--- src/rtl/rdc_pkg.sv ---
// Package for the radix digit converter: field widths, symbol kinds,
// sequencer states and the reciprocal table used by the shared divider.
// No dependencies.
`default_nettype none

package rdc_pkg;

    localparam int INT_BITS    = 31;
    localparam int FRAC_BITS   = 16;
    localparam int FRAC_DIGITS = 4;
    localparam int RADIX_W     = 5;
    localparam int DIGIT_W     = 4;
    localparam int RECIP_W     = 32;
    localparam int REM_W       = 6;
    localparam int CNT_W       = $clog2(INT_BITS + 1);
    localparam int FCNT_W      = $clog2(FRAC_DIGITS + 1);

    localparam logic [RADIX_W-1:0] RADIX_MIN   = 5'd2;
    localparam logic [RADIX_W-1:0] RADIX_MAX   = 5'd16;
    localparam logic [RADIX_W-1:0] RADIX_RESET = 5'd10;

    typedef enum logic [1:0] {
        KIND_MINUS = 2'd0,
        KIND_DIGIT = 2'd1,
        KIND_POINT = 2'd2
    } kind_t;

    typedef enum logic [2:0] {
        ST_IDLE,
        ST_DIV_MUL,
        ST_DIV_FIX,
        ST_MINUS,
        ST_INT,
        ST_POINT,
        ST_FRAC
    } state_t;

    // Reciprocal floor(2^32 / radix) for every legal radix.
    function automatic logic [RECIP_W-1:0] recip_of(input logic [RADIX_W-1:0] radix);
        logic [RECIP_W-1:0] r;
        begin
            unique case (radix)
                5'd2:    r = 32'd2147483648;
                5'd3:    r = 32'd1431655765;
                5'd4:    r = 32'd1073741824;
                5'd5:    r = 32'd858993459;
                5'd6:    r = 32'd715827882;
                5'd7:    r = 32'd613566756;
                5'd8:    r = 32'd536870912;
                5'd9:    r = 32'd477218588;
                5'd10:   r = 32'd429496729;
                5'd11:   r = 32'd390451572;
                5'd12:   r = 32'd357913941;
                5'd13:   r = 32'd330382099;
                5'd14:   r = 32'd306783378;
                5'd15:   r = 32'd286331153;
                5'd16:   r = 32'd268435456;
                default: r = 32'd429496729;
            endcase
            return r;
        end
    endfunction

endpackage

`default_nettype wire

--- src/rtl/radix_digit_converter_top.sv ---
// Radix digit converter top level: sequencer, shared reciprocal divider,
// digit stack, fractional multiplier and output register.
// Depends on rdc_pkg.
//
// Channel   Signals                                      Direction
// input     in_valid, in_stall, negative, int_magnitude,  in (in_stall out)
//           fraction
// output    out_valid, out_stall, symbol_kind, digit,     out (out_stall in)
//           last
// config    cfg_valid, cfg_ready, cfg_data                in (cfg_ready out)
//
// Each integer digit passes through the multiply and fix-up states of the
// shared reciprocal divider; symbols then leave at one per cycle while the
// output is not stalled.
// The input stalls from acceptance until the last symbol is in the output
// register; output stalls hold the sequencer. Reset sets the radix to 10.
`default_nettype none

module radix_digit_converter_top (
    input  wire logic                          clk,
    input  wire logic                          rst_n,
    input  wire logic                          in_valid,
    output logic                               in_stall,
    input  wire logic                          negative,
    input  wire logic [rdc_pkg::INT_BITS-1:0]  int_magnitude,
    input  wire logic [rdc_pkg::FRAC_BITS-1:0] fraction,
    output logic                               out_valid,
    input  wire logic                          out_stall,
    output logic [1:0]                         symbol_kind,
    output logic [rdc_pkg::DIGIT_W-1:0]        digit,
    output logic                               last,
    input  wire logic                          cfg_valid,
    output logic                               cfg_ready,
    input  wire logic [rdc_pkg::RADIX_W-1:0]   cfg_data
);
    import rdc_pkg::*;

    state_t                      state_reg, state_next;
    logic [RADIX_W-1:0]          radix_reg;
    logic [INT_BITS-1:0]         mag_reg;
    logic [INT_BITS-1:0]         q0_reg;
    logic [FRAC_BITS-1:0]        frac_reg;
    logic                        neg_reg;
    logic [DIGIT_W-1:0]          stack_reg [INT_BITS];
    logic [CNT_W-1:0]            dcnt_reg;
    logic [FCNT_W-1:0]           fcnt_reg;
    logic                        out_valid_reg;
    kind_t                       kind_reg;
    logic [DIGIT_W-1:0]          digit_reg;
    logic                        last_reg;

    logic                        accept;
    logic                        slot_free;
    logic                        mul_en;
    logic                        push;
    logic                        pop;
    logic                        frac_step;
    logic                        out_load;
    kind_t                       kind_next;
    logic [DIGIT_W-1:0]          digit_next;
    logic                        last_next;

    logic [INT_BITS+RECIP_W-1:0] prod_full;
    logic [REM_W-1:0]            low_mul;
    logic [REM_W-1:0]            rem_raw;
    logic                        rem_fix;
    logic [DIGIT_W-1:0]          int_digit;
    logic [INT_BITS-1:0]         quot;
    logic [FRAC_BITS+RADIX_W-1:0] frac_prod;
    logic [DIGIT_W-1:0]          frac_digit;
    logic                        frac_last;

    assign in_stall  = (state_reg != ST_IDLE);
    assign accept    = in_valid && !in_stall;
    assign cfg_ready = 1'b1;
    assign slot_free = !out_valid_reg || !out_stall;

    assign prod_full = (INT_BITS+RECIP_W)'(mag_reg)
                     * (INT_BITS+RECIP_W)'(recip_of(radix_reg));
    assign low_mul   = q0_reg[REM_W-1:0] * REM_W'(radix_reg);
    assign rem_raw   = mag_reg[REM_W-1:0] - low_mul;
    assign rem_fix   = (rem_raw >= REM_W'(radix_reg));
    assign int_digit = rem_fix ? DIGIT_W'(rem_raw - REM_W'(radix_reg))
                               : DIGIT_W'(rem_raw);
    assign quot      = q0_reg + INT_BITS'(rem_fix);

    assign frac_prod  = (FRAC_BITS+RADIX_W)'(frac_reg) * (FRAC_BITS+RADIX_W)'(radix_reg);
    assign frac_digit = frac_prod[FRAC_BITS+DIGIT_W-1:FRAC_BITS];
    assign frac_last  = (fcnt_reg == FCNT_W'(FRAC_DIGITS - 1));

    always_ff @(posedge clk or negedge rst_n)
    begin
        if (!rst_n)
        begin
            state_reg <= ST_IDLE;
        end
        else
        begin
            state_reg <= state_next;
        end
    end

    always_comb
    begin
        state_next = state_reg;
        mul_en     = 1'b0;
        push       = 1'b0;
        pop        = 1'b0;
        frac_step  = 1'b0;
        out_load   = 1'b0;
        kind_next  = KIND_DIGIT;
        digit_next = '0;
        last_next  = 1'b0;
        unique case (state_reg)
            ST_IDLE:
            begin
                if (accept)
                begin
                    state_next = ST_DIV_MUL;
                end
            end
            ST_DIV_MUL:
            begin
                mul_en     = 1'b1;
                state_next = ST_DIV_FIX;
            end
            ST_DIV_FIX:
            begin
                push = 1'b1;
                if (quot != '0)
                begin
                    state_next = ST_DIV_MUL;
                end
                else if (neg_reg)
                begin
                    state_next = ST_MINUS;
                end
                else
                begin
                    state_next = ST_INT;
                end
            end
            ST_MINUS:
            begin
                if (slot_free)
                begin
                    out_load   = 1'b1;
                    kind_next  = KIND_MINUS;
                    state_next = ST_INT;
                end
            end
            ST_INT:
            begin
                if (slot_free)
                begin
                    out_load   = 1'b1;
                    pop        = 1'b1;
                    digit_next = stack_reg[0];
                    if (dcnt_reg == CNT_W'(1))
                    begin
                        state_next = ST_POINT;
                    end
                end
            end
            ST_POINT:
            begin
                if (slot_free)
                begin
                    out_load   = 1'b1;
                    kind_next  = KIND_POINT;
                    state_next = ST_FRAC;
                end
            end
            ST_FRAC:
            begin
                if (slot_free)
                begin
                    out_load   = 1'b1;
                    frac_step  = 1'b1;
                    digit_next = frac_digit;
                    last_next  = frac_last;
                    if (frac_last)
                    begin
                        state_next = ST_IDLE;
                    end
                end
            end
            default:
            begin
                state_next = ST_IDLE;
            end
        endcase
    end

    always_ff @(posedge clk or negedge rst_n)
    begin
        if (!rst_n)
        begin
            radix_reg     <= RADIX_RESET;
            dcnt_reg      <= '0;
            fcnt_reg      <= '0;
            out_valid_reg <= 1'b0;
        end
        else
        begin
            if (cfg_valid && cfg_ready)
            begin
                priority if (cfg_data < RADIX_MIN)
                begin
                    radix_reg <= RADIX_MIN;
                end
                else if (cfg_data > RADIX_MAX)
                begin
                    radix_reg <= RADIX_MAX;
                end
                else
                begin
                    radix_reg <= cfg_data;
                end
            end
            if (push)
            begin
                dcnt_reg <= dcnt_reg + CNT_W'(1);
            end
            else if (pop)
            begin
                dcnt_reg <= dcnt_reg - CNT_W'(1);
            end
            if (accept)
            begin
                fcnt_reg <= '0;
            end
            else if (frac_step)
            begin
                fcnt_reg <= fcnt_reg + FCNT_W'(1);
            end
            if (out_load)
            begin
                out_valid_reg <= 1'b1;
            end
            else if (!out_stall)
            begin
                out_valid_reg <= 1'b0;
            end
        end
    end

    always_ff @(posedge clk)
    begin
        if (accept)
        begin
            mag_reg  <= int_magnitude;
            frac_reg <= fraction;
            neg_reg  <= negative;
        end
        else
        begin
            if (push)
            begin
                mag_reg <= quot;
            end
            if (frac_step)
            begin
                frac_reg <= frac_prod[FRAC_BITS-1:0];
            end
        end
        if (mul_en)
        begin
            q0_reg <= prod_full[INT_BITS+RECIP_W-1:RECIP_W];
        end
        if (push)
        begin
            stack_reg[0] <= int_digit;
            for (int i = 1; i < INT_BITS; i++)
            begin
                stack_reg[i] <= stack_reg[i-1];
            end
        end
        else if (pop)
        begin
            for (int i = 0; i < INT_BITS - 1; i++)
            begin
                stack_reg[i] <= stack_reg[i+1];
            end
        end
        if (out_load)
        begin
            kind_reg  <= kind_next;
            digit_reg <= digit_next;
            last_reg  <= last_next;
        end
    end

    assign out_valid   = out_valid_reg;
    assign symbol_kind = kind_reg;
    assign digit       = digit_reg;
    assign last        = last_reg;

`ifndef ASSERT_OFF
    a_stack_bound: assert property (@(posedge clk) disable iff (!rst_n)
        dcnt_reg <= CNT_W'(INT_BITS))
        else $error("Digit stack count exceeds its depth.");

    a_accept_empty: assert property (@(posedge clk) disable iff (!rst_n)
        accept |-> (dcnt_reg == '0) && !out_load)
        else $error("Input transaction accepted with digits still pending.");

    a_digit_range: assert property (@(posedge clk) disable iff (!rst_n)
        (out_load && kind_next == KIND_DIGIT) |-> (RADIX_W'(digit_next) < radix_reg))
        else $error("Emitted digit is not below the radix.");

    a_last_to_idle: assert property (@(posedge clk) disable iff (!rst_n)
        (out_load && last_next) |=> (state_reg == ST_IDLE) && (dcnt_reg == '0))
        else $error("Run ended without returning to idle.");
`endif

endmodule

`default_nettype wire
--- config.mk ---
export PLATFORM = sky130hd
export DESIGN_NAME = radix_digit_converter_top
export DESIGN_NICKNAME = d
export VERILOG_FILES = /design/src/rtl/rdc_pkg.sv /design/src/rtl/radix_digit_converter_top.sv
export SDC_FILE = /design/constraint.sdc
export NUM_CORES = 2
export LEC_CHECK = 0
export BUFFER_PORTS_ARGS = -buffer_cell sky130_fd_sc_hd__buf_2
export CAP_MARGIN = 20
export CORE_ASPECT_RATIO = 1.1
export CORE_UTILIZATION = 40
export CTS_BUF_LIST = sky130_fd_sc_hd__clkbuf_16
export DETAILED_ROUTE_END_ITERATION = 16
export GPL_ROUTABILITY_DRIVEN = 0
export PLACE_DENSITY = 0.55
export SYNTH_ARGS = -nofsm -noshare
export SYNTH_HDL_FRONTEND = slang
export SYNTH_SLANG_ARGS = --single-unit
--- constraint.sdc ---
create_clock -name clk -period 22.4 [get_ports clk]
set_input_delay 4.48 -clock clk [delete_from_list [all_inputs] [get_ports clk]]
set_output_delay 4.48 -clock clk [all_outputs]
set_load 0.05 [all_outputs]
==> results.txt <==
Fin. max-slew vios -> 0
Iteration-0 DRC Markers -> 2386
Largest register FFs -> 124
Routed WL per cell -> 22.3 um
Layout Skew -> 21.2 ps
Io pins -> 68
Share of cells above drive strength 1 -> 5.15%
Most frequent cell after synthesis -> inv_1
Detailed Routing Iterations Pass 1 -> 5
Clk_lat worst skew -> 590 ps
Synth async-reset ratio -> 7.49%
Most common cell on crit path -> fa_1
DR vias -> 30600
Slew headroom -> 27.3%
Flops & latches, synth -> 227
Post-CTS Repair Setup Buffers -> 0
Setup CP Type -> reg2reg
Synthesized area -> 0.0432 mm^2
Final hold vios -> 0
Fmax -> 90.7 MHz
Antenna diodes -> 0
Gate Count Post-Synth -> 4546
Core Rows -> 126
Outcome -> finished, final reports clean
Period minus WS final -> 11020 ps
Die W -> 315 um
Sequential area share after synthesis -> 15.6%
Main flop type after synthesis -> edfxtp_1
Yosys top cell by area -> fa_1
Post-route ant nets -> 0
RSZ-0062 raised after global routing -> false
Max-cap viol count -> 0
Final layout net count -> 5780
Post-CTS Resized -> 0
Dpl hpwl -> 103000 um
Number of placed cells counting well taps -> 5877
CTS root buf -> clkbuf_16
Placeable Area -> 0.107 mm^2
Top cell type's share of synthesized area -> 42.0%
CTS sink count -> 227
Vias in the first global route -> 32800
Req. time, crit path -> 22730 ps
Largest net degree at the start of global routing -> 79
Yosys warning count -> 0
DR DRC count -> 0
Cts hold-fix bufs -> 0
CTS H-tree lvls -> 1
Synth area leaders -> fa_1 (42%), edfxtp_1 (15%), ha_1 (9.2%)
Syn nets -> 5827
Peak per-stage delay on the critical path -> 1090 ps
Final setup violation count -> 0
Final Non-Filler Cells -> 5929
Worst Path Arrival -> 11350 ps
All-layer global routing usage -> 25.2%
Maximum fanout along the worst path -> 44
Initial Utilization -> 40.3%
Slowest CP cell -> dfstp_2
Initial antenna violation count -> 4
CTS tree -> done
Class of the worst hold path -> reg2reg
Clk buf depth -> 3
First-pass GRT wire length -> 206000 um
Port Buf Inserts -> 66
Worst Setup End Kind -> flop
Least-Margin Pin Slew -> 1090 ps
Via density -> 5.15
Post-Syn Area per Cell -> 9.50 um^2
EDFF count, synth -> 210
Synth cell count leaders -> inv_1 (973), nand2_1 (910), fa_1 (905)
Die area -> 0.109 mm^2
Clock transition at path regs -> 60 ps
CTS Buf Count -> 28
Period utilisation layout -> 49.2%
CP startpoint kind -> flop
Grt ovf -> 0
Post-synth cell types -> 88
Syn-to-layout area delta -> 6.58%
Final setup TNS -> 0 ps
WL final -> 132000 um
Die height -> 347 um
==> worst max-delay path: cells and delay by family, from the launching register on <==
kind                       cells  cell delay (ps)
adders and majority gates      9             4200
AOI/OAI and AO/OA             12             3080
and+or+nand+nor                3              500
DFF                            1             1090
xor gates and xnor gates       1              140
muxes                          1              280
buffers and inverters          7             1420
==> kinds of logic after synthesis <==
| group | Yosys count | synth area share, % |
|---|---|---|
| and+or+nand+nor | 1490 | 15.9 |
| AOI/OAI and AO/OA | 298 | 4.39 |
| xor gates and xnor gates | 121 | 2.45 |
| adders and majority gates | 1223 | 51.2 |
| buffers and inverters | 1179 | 10.3 |
| other | 1 | 0.00868 |
| DFF | 227 | 15.6 |
| muxes | 7 | 0.168 |
==> through the flow <==
step | setup slack (ps) | area [um^2] | hold slack (ps) | utilization [%]
6_report | 11380 | 46000 | 459 | 42.9
4_1_cts | 11570 | 46000 | 455 | 42.9
5_1_grt | 10870 | 46000 | 467 | 42.9
3_3_place_gp | 11260 | 45100 | 431 | 42.1
3_5_place_dp | 11580 | 45100 | 440 | 42.1
2_1_floorplan | 13470 | 43200 | 426 | -
==> worst paths after layout <==
path                                        from                to  slack (ps)  cells after the start
worst max-delay path                radix_reg[3]        q0_reg[29]       11380                     33
worst min-delay path            stack_reg[14][6]  stack_reg[15][2]         460                      0
worst max register to register      radix_reg[3]        q0_reg[29]       11380                     33
worst min register to register  stack_reg[14][6]  stack_reg[15][2]         460                      0
max in group asynchronous                  rst_n      radix_reg[1]       18200                      1
min in group asynchronous                  rst_n       fcnt_reg[0]        3850                      1
==> cell type report <==
cell class,instances,area [um^2]
fillers,10600,61200
multi-input cells,3140,32200
flip-flops and latches,227,6740
inverters,975,3660
well taps,1408,1760
repair buffers,127,786
clock buffers,28,701
clock inverters,24,204
==> metal layers <==
layer | global-route usage [%] | vias up | share of wire (%)
met3 | 3.29 | 196 | 6.9
li1 | - | 13600 | -
met1 | 34.7 | 15700 | 42
met2 | 41.5 | 1106 | 48
met5 | 0 | - | 0
met4 | 7.15 | 0 | 3.3
==> cells in the final DEF, fill, tap and decap left out, types with 12 or more instances in the layout <==
cell,instances
nand2_1,909
dfrtp_1,14
nor3_1,27
and2_1,335
nand3_1,36
fa_1,905
a31oi_1,19
and3_1,32
inv_1,977
nand4_1,12
edfxtp_1,210
ha_1,318
buf_4,60
clkbuf_16,28
nor2_1,70
xor2_1,39
a21o_1,27
a21oi_1,86
o21ai_0,73
buf_2,67
o21bai_1,13
xnor2_1,82
Power is left out: the tool's default activity adds up to more than one toggle a clock period on the data nets, which glitch-free logic cannot reach.
